--- src/mvs_ram.sv ---
// Generic single-write, single-read RAM with registered read data.
module mvs_ram #(
	parameter int WIDTH = 8,
	parameter int DEPTH = 64
) (
	input  logic                     clk,
	input  logic                     wr_en,
	input  logic [$clog2(DEPTH)-1:0] wr_addr,
	input  logic [WIDTH-1:0]         wr_data,
	input  logic                     rd_en,
	input  logic [$clog2(DEPTH)-1:0] rd_addr,
	output logic [WIDTH-1:0]         rd_data
);

	logic [WIDTH-1:0] mem_q [DEPTH];

	always_ff @(posedge clk) begin
		if (wr_en) begin
			mem_q[wr_addr] <= wr_data;
		end
		if (rd_en) begin
			rd_data <= mem_q[rd_addr];
		end
	end

endmodule

--- config.mk ---
export PLATFORM = sky130hd
export DESIGN_NAME = mvs_ram
export DESIGN_NICKNAME = d
export VERILOG_FILES = /design/src/mvs_ram.sv
export SDC_FILE = /design/constraint.sdc
export NUM_CORES = 1
export LEC_CHECK = 0
export BUFFER_PORTS_ARGS = -buffer_cell sky130_fd_sc_hd__buf_2
export CORE_ASPECT_RATIO = 1.25
export CORE_MARGIN = 8
export CORE_UTILIZATION = 55
export CTS_CLUSTER_SIZE = 24
export DETAILED_ROUTE_END_ITERATION = 8
export PLACE_DENSITY = 0.72
export SLEW_MARGIN = 20
export SYNTH_ARGS = -nofsm -noshare
export SYNTH_HDL_FRONTEND = slang
export SYNTH_SLANG_ARGS = --single-unit
--- constraint.sdc ---
create_clock -name clk -period 2.6 [get_ports clk]
set_clock_uncertainty 0.05 [all_clocks]
set_input_delay 0.39 -clock clk [delete_from_list [all_inputs] [get_ports clk]]
set_output_delay 0.39 -clock clk [all_outputs]
set_load 0.03 [all_outputs]
## After elaboration in Yosys (flattened, before gate mapping)

Memory sizes are Yosys's and may differ from the RTL's. A register that Yosys moved wholly into a read port is not among the register bits.
Index checks and enable logic that the tools add are counted.
Widths: inputs -> output; s select.

| word-level totals | value |
|---|---|
| bits in registers | 0 |
| input port bits | 23 |
| memories | 1 |
| output and inout port bits | 8 |
| RAM bits | 512 |

Memory list:

| name | words | width | rd ports | clocked after Yosys merged registers in | wr ports | RTL line | text |
|---|---|---|---|---|---|---|---|
| mem_q | 64 | 8 | 1 | 1 | 1 | 15 | `logic [WIDTH-1:0] mem_q [DEPTH];` |

| cells by class | value |
|---|---|
| muxes and demuxes | 2 |

Operators by type and width:

| operator | number |
|---|---|
| $mux 1 | 2 |

## Depth between registers and ports, before layout

| logic depth | value |
|---|---|
| word-level depth | 2 |
| depth in mapped cells | 9 |
| mapped depth without buffers | 5 |

## Worst setup path before layout

OpenSTA, ideal clock, no wires.

| timing | value |
|---|---|
| path kind | in2reg |
| start | input port rd_addr[1] |
| end | register rd_data[3] (read register of mem_q), data pin |
| library setup time | 266 ps |
| stages | 7 |
| data required time | 2284 ps |
| arrival | 1930 ps |
| setup slack | 354 ps |
| cells stage by stage | buf_4 > buf_2 > buf_2 > mux4_2 > mux4_2 > o21ai_1 > o41ai_1 |

RTL lines:

| what | RTL line | text |
|---|---|---|
| start: declaration | 11 | `input logic [$clog2(DEPTH)-1:0] rd_addr,` |
| end: declaration | 12 | `output logic [WIDTH-1:0] rd_data` |

==> metrics.cfg <==
[placement]
hpwl_um = 28670
gp_congestion = 0.8627
place_ws_ns = -0.1329
port_buffers = 30
dpl.cell_count = 1537

[layout]
drive_above_1_share = 0.3263
layout_common_cells = edfxtp_1 (520), buf_4 (130), mux4_2 (126)
finalNonFillerCells = 1625
mostFrequentLayoutCell = edfxtp_1
syn_to_final_growth_pct = 15.44
nNetsFinal = 1131

[run_status]
status = finished, final reports clean

[grt]
grt_pass1_vias = 10610
met1_usage = 0.2749
overflow = 0
met3_usage = 0.04118
antenna_found_initial = 4
grt.busiest_layer = met2
grt_max_degree = 65
grt_use_total = 0.2096
grt_use_met2 = 0.3460
grt_pass1_wl_um = 67830

[floorplanning]
core_sq_um = 36300
io_pins = 31
die_w_um = 187.6
fp.dieH_um = 230.5
rows = 78
initial_utilization = 0.5577
dieArea_sq_um = 43250

[clocking]
clock_sinks = 520
postCtsSetupBuffers = 0
cts-root-buf = clkbuf_16
clkLatencyLatePin_ns = 0.57
clk_pin_slew_ns = 0.06
h-tree-depth = 2
numCtsBuffers = 49
cts_tree = built
cts_resized = 0
post_cts_hold_buffer_count = 0
clockBufferDepth = 3

[routing]
vias_per_cell = 6.259
vias = 10170
ant_nets = 0
route.final.wire_length_um = 44800
routedWlPerCell_um = 27.57
drt-initial-drc-count = 1163
first_pass_iters = 5
drc_errors = 0

[worst_hold_path]
hold_path.class = in -> reg

[setup_path]
crit_buf_inv = 0
startpoint_type = flop
crit_start = mem_q[25][6]
end_kind = flop
reg2reg_depth = 5
r2r-start = mem_q[25][6]
r2r_end = rd_data[6]
rrSetupSlack_ns = 0.38
path_depth = 5
slowest_delay_ns = 0.45
crit_fanout = 1
worstSetupEndpoint = rd_data[6]
critPathTopFamily = multiplexers
critPathKind = reg -> reg
crit_path_top_delay_cell = mux4_2
cp_cell_sequence = mux4_2 -> mux2_2 -> o221a_2 -> nor3_1 -> o32ai_1
cp.required_ns = 2.85
worstPathArrival_ns = 2.46

[synthesis]
synth_flop_cell = edfxtp_1
synthesis.area_sq_um = 20250
synth_edf_count = 520
ys_seq_area_frac = 0.7712
ys_seq_elements = 520
synth_warnings = 0
postSynthCellCount = 940
synth.avg_cell_area_sq_um = 21.54
synthesis.nets = 963
synth.distinct_cells = 39
async_flop_share = 0

[job]
maxCapViolCount = 0

[sta]
fmax_mhz = 451.1
rsz0062_at_grt = no
slew_headroom = 0.3815
setup_viol = 0
period_share = 0.8526
finalMaxSlewViolations = 0
hold_violations = 0
timing.final.ws_setup_ns = 0.3832
worst_pin_slew_ns = 0.9278
period_minus_slack_ns = 2.217

[power_and_ir_drop]
p_per_area_nw_per_um2 = 729.3
p_total_mw = 17.05
leakage_nw = 7.572
peakVddDrop_uv = 484.6

==> cells by family (layout without fill, tap and decap cells) <==
kind of cell | after synthesis | count (layout) | synth area share
buf+inv | 51 | 254 | 0.01563
mux | 162 | 162 | 0.1588
compound gates | 54 | 54 | 0.02064
simple gates | 153 | 153 | 0.03374
other cells | 0 | 2 | 0
flops | 520 | 520 | 0.7712
==> how the worst min path moves through the flow <==
stage / from / end / slack [ns] / depth (start not counted)
final: rd_en / rd_data[5] / 0.14 / 1
after detailed placement: rd_en / rd_data[4] / 0.71 / 1
after global routing: rd_en / rd_data[7] / 0.12 / 1
after floorplan: wr_data[0] / mem_q[0][0] / 0.44 / 0
after global placement: rd_en / rd_data[2] / 0.71 / 1
after CTS: rd_en / rd_data[4] / 0.12 / 1
==> metrics by stage <==
stage               hold slack (ns)  instance area, sq um  setup TNS, ns  utilization
detailed placement           0.7086                 21860        -0.7314       0.6020
CTS                          0.1206                 23370              0       0.6436
finish                       0.1429                 23370              0       0.6438
global placement             0.7052                 21860        -0.5981       0.6020
floorplan                    0.4389                 20250              0            -
global route                 0.1241                 23370              0       0.6438
==> cell usage after synthesis, types with 3 or more instances <==
master       n  area (sq um)
edfxtp_1   520         15610
mux4_2     126          2838
nor2_1      83         311.6
mux2i_1     23         230.2
nand2_1     19         71.32
clkbuf_1    17         63.81
nor2b_1     14         87.58
buf_4       13         97.59
mux2_2      13         146.4
nand3_1     13         65.06
buf_2       11         55.05
o221ai_1     8         70.07
o22ai_1      8         50.05
nand2b_1     7         43.79
nor3_1       7         35.03
a221oi_1     6         52.55
a211oi_1     4         30.03
buf_1        4         15.01
buf_6        4         45.04
a21oi_1      3         15.01
a22oi_1      3         22.52
nand3b_1     3         22.52
o2111ai_1    3         26.28
o2bb2ai_1    3         26.28
==> routing by layer <==
metal | up-vias | wire (um)
met5 | - | 20
met4 | 4 | 1525
met3 | 106 | 3704
met2 | 495 | 22370
met1 | 5297 | 17170
li1 | 4269 | -
==> worst register-to-register path, stage by stage, from the launching register on <==
cell and delay (ns):
edfxtp_1 0.37, mux4_2 0.45, mux2_2 0.28, o221a_2 0.27
nor3_1 0.38, o32ai_1 0.15
==> cell type report <==
type / count / area (sq um)
repair buffers: 168 / 1325
multi-input cells: 369 / 4315
fillers: 2402 / 12930
clock buffers: 59 / 1306
well taps: 480 / 600.6
clock inverters: 27 / 205.2
diodes: 2 / 5.005
flip-flops and latches: 520 / 15620
==> registers in the layout, indices dropped and copies added (netlist names) <==
| register | count |
|---|---|
| mem_q | 512 |
| rd_data | 8 |
==> power by group <==
group	total, mW	internal, mW	switching, mW
logic	0.951	0.393	0.558
registers	9.32	9.30	0.0252
clock network	6.77	3.86	2.92
total	17.0	13.5	3.50
No activity file was read; power rests on OpenSTA's default activity.
